**config.mk**
```make
export PLATFORM = sky130hd
export DESIGN_NAME = pcts_cmp
export DESIGN_NICKNAME = d
export VERILOG_FILES = /design/src/rtl/pcts_pkg.sv /design/src/rtl/pcts_cmp.sv
export SDC_FILE = /design/constraint.sdc
export NUM_CORES = 1
export LEC_CHECK = 0
export ABC_AREA = 1
export BUFFER_PORTS_ARGS = -buffer_cell sky130_fd_sc_hd__buf_4
export CORE_AREA = 2 2 63 89
export DETAILED_ROUTE_END_ITERATION = 10
export DIE_AREA = 0 0 65 91
export GPL_TIMING_DRIVEN = 0
export MAX_ROUTING_LAYER = met4
export PLACE_DENSITY = 0.86
export SLEW_MARGIN = 15
export SYNTH_ARGS = -nofsm -noshare
export SYNTH_HDL_FRONTEND = slang
export SYNTH_SLANG_ARGS = --single-unit
```
**constraint.sdc**
```tcl
create_clock -name vclk -period 1.2
set_input_delay 0.06 -clock vclk [all_inputs]
set_output_delay 0.06 -clock vclk [all_outputs]
set_load 0.005 [all_outputs]
```
**src/rtl/pcts_pkg.sv**
```systemverilog
// Package: shared constants, codes and result type of the per-channel time-sorting buffer.
package pcts_pkg;

   // Default sizes of the store.
   localparam int CHANNELS_DEFAULT  = 16;
   localparam int ENTRIES_DEFAULT   = 256;
   localparam int TIME_BITS_DEFAULT = 48;

   // Fixed widths of the transfer fields.
   localparam int KIND_W    = 2;
   localparam int CHANNEL_W = 8;
   localparam int STAMP_W   = 48;
   localparam int PAYLOAD_W = 32;
   localparam int STATUS_W  = 3;
   localparam int COUNT_W   = 9;
   localparam int ORDER_W   = 32;

   // Request kinds.
   localparam logic [KIND_W-1:0] KIND_INSERT     = 2'd0;
   localparam logic [KIND_W-1:0] KIND_POP        = 2'd1;
   localparam logic [KIND_W-1:0] KIND_POP_BEFORE = 2'd2;

   // Result status codes.
   localparam logic [STATUS_W-1:0] ST_OK        = 3'd0;
   localparam logic [STATUS_W-1:0] ST_EMPTY     = 3'd1;
   localparam logic [STATUS_W-1:0] ST_ILLEGAL   = 3'd2;
   localparam logic [STATUS_W-1:0] ST_HEAD_LATE = 3'd3;
   localparam logic [STATUS_W-1:0] ST_FULL      = 3'd4;

   // One result as held in the output register.
   typedef struct packed {
      logic [STATUS_W-1:0]  status;
      logic                 item_valid;
      logic [STAMP_W-1:0]   item_time;
      logic [PAYLOAD_W-1:0] item_payload;
      logic [COUNT_W-1:0]   channel_count;
      logic [STAMP_W-1:0]   first_time;
      logic [STAMP_W-1:0]   last_time;
   } rsp_type;

endpackage

```
**src/rtl/pcts_cmp.sv**
```systemverilog
// Shared key comparator: earlier time first, equal times in arrival order.
module pcts_cmp #(
   parameter int TIME_BITS = 48
) (
   input  logic [TIME_BITS-1:0]         a_time,
   input  logic [pcts_pkg::ORDER_W-1:0] a_order,
   input  logic [TIME_BITS-1:0]         b_time,
   input  logic [pcts_pkg::ORDER_W-1:0] b_order,
   output logic                         a_less
);
   import pcts_pkg::*;

   logic [ORDER_W-1:0] order_diff;

   // Arrival order is compared by wrapped difference so the counter may roll over.
   assign order_diff = a_order - b_order;
   assign a_less = (a_time < b_time) ||
                   ((a_time == b_time) && order_diff[ORDER_W-1]);

endmodule

```
# Word level (Yosys, flattened, before mapping)
# Index checks and enable logic that the tools add are counted.
[totals]
word_cells = 5
reg_bits = 0
input_bits = 160
out_inout_bits = 1
[classes]
eq_ne = 1
add_sub_neg = 1
reduce_logical = 2
magnitude_cmp = 1
[ops]
columns = ["cell", "count"]
rows = [
  ["equality test 48 bit", 1],
  ["< comparator 48 bit", 1],
  ["subtractor 32 bit", 1],
  ["logical AND 1 bit", 1],
  ["logical OR 1 bit", 1],
]

# Longest topological paths before layout
# Gate-level depths: netlist of the first run.
[depth]
depth_word = 3
ltp_mapped = 15
mapped_depth_nobuf = 15

# Worst setup path before layout of the first run
# No wires, ideal clock.
[synth_timing]
kind = "input port to output port"
start = "input port b_order[30] (netlist name)"
end = "output port a_less"
t_arrival_ns = 1.041
slack_ns = 0.099
cell_stages = 10
path_cell_list = "inv_1 ha_1 a21o_2 nor2_1 nand2_1 a21oi_1 nand2_1 nand2_1 nand3_1 nand2_1"
[synth_between]
elab_chain_len = 3
[synth_lines]
columns = ["item", "line", "text"]
rows = [
  ["start: declaration", "pcts_cmp.sv:8", "input logic [pcts_pkg::ORDER_W-1:0] b_order,"],
  ["subtractor 32 bit", "pcts_cmp.sv:16", "assign order_diff = a_order - b_order;"],
  ["logical AND 1 bit", "pcts_cmp.sv:18", "((a_time == b_time) && order_diff[ORDER_W-1]);"],
  ["logical OR 1 bit", "pcts_cmp.sv:17", "assign a_less = (a_time < b_time) ||"],
  ["end: declaration", "pcts_cmp.sv:9", "output logic a_less"],
]
# Every way passes these cells.

# Final worst setup path of the first run
[layout_timing]
start = "input port b_time[37]"
end = "output port a_less"
[layout_between]
elab_chain_len = 3
[layout_lines]
columns = ["item", "line", "text"]
rows = [
  ["start: declaration", "pcts_cmp.sv:7", "input logic [TIME_BITS-1:0] b_time,"],
  ["parallel branches: the longest is 2 deep, another holds < comparator 48 bit", "n/a", ""],
  ["logical OR 1 bit *", "pcts_cmp.sv:17", ""],
]
# Mark *: on every way between the ends.

==> impl_metrics.env, run 1 <==
export IMPL_run_status="finished with violations"
export IMPL_violations="negative setup slack"
export IMPL_timing_fmax_mhz=666
export IMPL_overflow=0
export IMPL_ios=161
export IMPL_muxShareOfSynthArea_pct=0
export IMPL_synth_area_top_cells="ha_1, inv_1, nand2_1, a21oi_1, nor2_1"
export IMPL_yosysTopAreaCell="ha_1"
export IMPL_end_kind="output pin"
export IMPL_fin_crit_ps=1500
export IMPL_gp_congestion=0.783
export IMPL_worst_setup_path_start_kind="primary input"
export IMPL_dieArea_mm2=0.00592
export IMPL_grt_usage_pct=26.3
export IMPL_rows=31
export IMPL_final_hold_viol_count=0
export IMPL_fp_dieW_um=65
export IMPL_drc=0
export IMPL_min_path_type="primary input to output pin"
export IMPL_tightest_slew_ps=218
export IMPL_fillers=329
export IMPL_timing_hold_ws_ps=649
export IMPL_clockBufferCount=0
export IMPL_syn_avg_cell_area_um2=6.03
export IMPL_total_leakage_power_nw=2.27
export IMPL_ys_warnings_count=0
export IMPL_fin_setup_tns_ps=-301
export IMPL_grt_pass1_vias=3008
export IMPL_synth_xor_area_share_pct=0.409
export IMPL_drv_cap=0
export IMPL_crit_type="primary input to output pin"
export IMPL_fin_crit_sh_pct=125
export IMPL_synth_simple_area_share_pct=26.1
export IMPL_setup_viol=1
export IMPL_grt_max_degree=4
export IMPL_coreArea_mm2=0.00508
export IMPL_vdd_ir_drop_max_uv=194
export IMPL_worst_slack_ps=-301
export IMPL_powerDensity_mw_per_mm2=332
export IMPL_place_hpwl_um=5880
export IMPL_area_delta_synth_final_pct=87.2
export IMPL_diodes=0
export IMPL_antenna_found_initial=0
export IMPL_io_buffers=161
export IMPL_yosysSeqAreaShare_pct=0
export IMPL_synth_top_family_by_area="adder cells"
export IMPL_crit_path_max_fanout=2
export IMPL_synth_cell_types=19
export IMPL_die_h_um=91
export IMPL_initialDrtViolationCount=83
export IMPL_critPathArrivalTime_ps=1440
export IMPL_regArea_um2=0
export IMPL_n_sequential_cell=0
export IMPL_vias=2849
export IMPL_start_util_pct=42.1
export IMPL_grt_pass1_wl_um=12200
export IMPL_synth_top_area_share_pct=45.6
export IMPL_dr_pass1_iters=4
export IMPL_crit_required_ps=1140
export IMPL_wirelength_um=7980
export IMPL_maxSlewViolCount=0
export IMPL_synth_compound_area_share_pct=10.3
export IMPL_vias_per_cell=4.87
export IMPL_final_util_pct=78.8
export IMPL_dp_slack_ps=-343
export IMPL_ant_nets=0
export IMPL_cts_hold_buffers_added=0
export IMPL_synth_fa_ha_area_share_pct=45.6
export IMPL_nNetsFinal=759
export IMPL_wire_per_inst_um=13.6
export IMPL_syn_area_mm2=0.00214
export IMPL_drive_above_1_share_pct=49.1
export IMPL_total_power_mw=1.33
export IMPL_syn_nets=593
export IMPL_rsz0062_at_grt="yes"
export IMPL_slew_headroom_pct=85.4
export IMPL_synth_cells=355
## power breakdown
part	internal, mW	total (mW)	switching, mW
logic	0.743	1.33	0.586
clock network	0	0	0
registers	0	0	0
## cell usage in the layout, fill, tap and decap left out, drive strengths merged
cell type / Yosys / routed
xor2: 1 / 1
a31oi: 1 / 1
o21ai: 8 / 8
ha: 78 / 78
buf: 0 / 164
o21a: 1 / 1
nand4: 3 / 3
nand3: 11 / 11
a21o: 2 / 2
a21oi: 30 / 30
nor2: 30 / 30
nor3: 2 / 2
nand2: 87 / 87
and2: 1 / 1
inv: 100 / 100
## logic make-up after synthesis
kind of cell               count (synthesis)
AOI/OAI and AO/OA                         42
xor gates and xnor gates                   1
adders and majority gates                 78
buffers and inverters                    100
and+or+nand+nor                          134
## area by class of cell
cell class	count	area, um2	area share, %
Inverter	100	383	9.56
Multi-Input combinational cell	255	2260	56.3
Tap cell	66	82.6	2.06
Timing Repair Buffer	164	1280	32.1
## path summary, 6_finish.rpt
check | cells after the start | endpoint | slack, ps | startpoint
worst min-delay path | 6 | a_less | 650 | b_order[31]
worst max-delay path | 12 | a_less | -300 | b_time[37]
## critical path, stage by stage
cell and delay (ps):
buf_6 90, inv_2 70, ha_4 210, buf_4 130, a21oi_1 140, o21ai_0 110
nor2_1 140, a21oi_1 90, nor2_1 120, nand3_2 90, nand2_2 90, buf_6 100
## cell usage after synthesis, drive strengths merged
master,number
a31oi,1
o21a,1
and2,1
nand3,11
ha,78
nor2,30
xor2,1
a21o,2
nand2,87
nand4,3
o21ai,8
a21oi,30
nor3,2
inv,100
## layer usage
| layer | GRT usage, % | wire length, um |
|---|---|---|
| met1 | 23.8 | 2610 |
| met2 | 54.8 | 4550 |
| met3 | 2.35 | 586 |
| met4 | 7.45 | 239 |
| met5 | - | 0 |
## per-stage QoR
step,area [um2],cells
floorplan,2140,355
global placement,3430,582
detailed placement,3430,582
CTS,3900,585
global route,4010,585
finish,4010,585
## timing repair
action,4_1_cts,5_1_grt
pin swaps,47,19
cloned,0,0
buffers inserted,3,0
endpoints found under the setup margin,1,1
resized for setup,82,21
No activity file was read; power rests on OpenSTA's default activity.
==> run 2, diff against run 1 <==
--- a/config.mk
+++ b/config.mk
@@ -12,7 +12,7 @@
 export DIE_AREA = 0 0 65 91
 export GPL_TIMING_DRIVEN = 0
 export MAX_ROUTING_LAYER = met4
-export PLACE_DENSITY = 0.86
+export PLACE_DENSITY = 0.8
 export SLEW_MARGIN = 15
 export SYNTH_ARGS = -nofsm -noshare
 export SYNTH_HDL_FRONTEND = slang
==> impl_metrics.env, run 2 (synthesized netlist as in run 1, its figures left out) <==
export IMPL_run_status="finished with violations"
export IMPL_violations="negative setup slack"
export IMPL_overflow=0
export IMPL_end_kind="output pin"
export IMPL_grt_pass1_wl_um=10900
export IMPL_coreArea_mm2=0.00508
export IMPL_grt_max_degree=4
export IMPL_grt_pass1_vias=2809
export IMPL_antenna_found_initial=0
export IMPL_wire_per_inst_um=13.2
export IMPL_n_sequential_cell=0
export IMPL_drc=0
export IMPL_crit_type="primary input to output pin"
export IMPL_slew_headroom_pct=83.2
export IMPL_min_path_type="primary input to output pin"
export IMPL_vias_per_cell=4.84
export IMPL_timing_hold_ws_ps=607
export IMPL_power_switching_mw=0.571
export IMPL_grt_usage_pct=22.9
export IMPL_cts_hold_buffers_added=0
export IMPL_crit_required_ps=1140
export IMPL_instances_no_fill=586
export IMPL_area_delta_synth_final_pct=86.3
export IMPL_tightest_slew_ps=252
export IMPL_fin_crit_sh_pct=119
export IMPL_fp_dieW_um=65
export IMPL_switching_share_pct=43.6
export IMPL_final_util_pct=78.4
export IMPL_vias=2834
export IMPL_powerDensity_mw_per_mm2=328
export IMPL_regArea_um2=0
export IMPL_drive_above_1_share_pct=46.0
export IMPL_final_common_cell="buf_4"
export IMPL_vdd_ir_drop_max_uv=204
export IMPL_dr_pass1_iters=4
export IMPL_power_frac_clock_pct=0
export IMPL_crit_path_max_fanout=2
export IMPL_clockBufferCount=0
export IMPL_setup_viol=1
export IMPL_timing_fmax_mhz=701
export IMPL_initialDrtViolationCount=49
export IMPL_total_leakage_power_nw=2.29
export IMPL_start_util_pct=42.1
export IMPL_worst_setup_path_start_kind="primary input"
export IMPL_dpl_cell_count=582
export IMPL_maxSlewViolCount=0
export IMPL_mostFrequentLayoutCells="buf_4, inv_1, nand2_1"
export IMPL_worst_slack_ps=-226
export IMPL_final_hold_viol_count=0
export IMPL_fin_crit_ps=1430
export IMPL_die_h_um=91
export IMPL_internal_power_mw=0.737
export IMPL_p_seq_share_pct=0
export IMPL_dieArea_mm2=0.00592
export IMPL_diodes=0
export IMPL_critPathArrivalTime_ps=1370
export IMPL_io_buffers=161
export IMPL_drv_cap=0
export IMPL_gp_congestion=0.782
export IMPL_combPwrFrac_pct=100.0
export IMPL_rows=31
export IMPL_wirelength_um=7710
export IMPL_ios=161
export IMPL_place_hpwl_um=5650
export IMPL_nNetsFinal=760
export IMPL_ant_nets=0
export IMPL_rsz0062_at_grt="yes"
==> run 2: cell types whose count changed in the layout (fill, tap and decap cells not counted), moves of 4 or more <==
cell / change
inv_1: +12
nand2_1: +4
ha_1: +4
inv_2: -13
nor2_2: -4
nand2_2: -4
ha_4: -4
==> run 2: timing repair <==
action | in CTS | in global routing
setup buffers | 3 | 1
setup endpoints to repair | 1 | 1
cloned | 0 | 0
pin swaps | 25 | 23
gates resized for setup | 36 | 53
==> run 2: cell type report <==
class	count	area (um2)
fill	368	1100
inverter	100	385
multi-input combinational	255	2230
tap	66	82.6
timing repair buffer	165	1290
==> run 2: through the flow <==
step / instance area, um2 / total power [mW] / TNS (ps) / worst slack [ps]
2_1_floorplan: 2140 / 0.490 / 0 / 99.1
3_3_place_gp: 3430 / 0.977 / -233 / -233
3_5_place_dp: 3430 / 1.01 / -257 / -257
4_1_cts: 3670 / 1.12 / -235 / -235
5_1_grt: 3990 / 1.46 / -344 / -344
6_report: 3990 / 1.31 / -226 / -226
==> run 2: routing by layer <==
metal / wire [um] / share of wire, % / global-route usage [%] / vias to the layer above
li1: - / - / - / 1440
met1: 2470 / 32 / 20.5 / 1245
met2: 4490 / 58 / 48.3 / 127
met3: 481 / 6.2 / 2.23 / 22
met4: 272 / 3.5 / 5.67 / 0
met5: 0 / 0 / - / -
==> run 2: worst max-delay path, cell delays in order <==
cell	delay [ps]
buf_4	80
inv_1	50
ha_4	260
nand4_1	190
nor2_4	180
nand3_2	90
nor3_2	190
nand3_2	100
nand2_2	70
buf_6	90
==> run 2: power groups by stage <==
stage,combinational (mW),sequential [mW],clock [mW]
CTS,1.12,0,0
detailed placement,1.01,0,0
global placement,0.977,0,0
floorplan,0.490,0,0
finish,1.31,0,0
global route,1.46,0,0
==> run 2: worst paths after layout <==
path | slack [ps] | cells after the start | endpoint | from
worst max-delay path | -230 | 10 | a_less | b_time[13]
worst min-delay path | 610 | 7 | a_less | a_order[31]
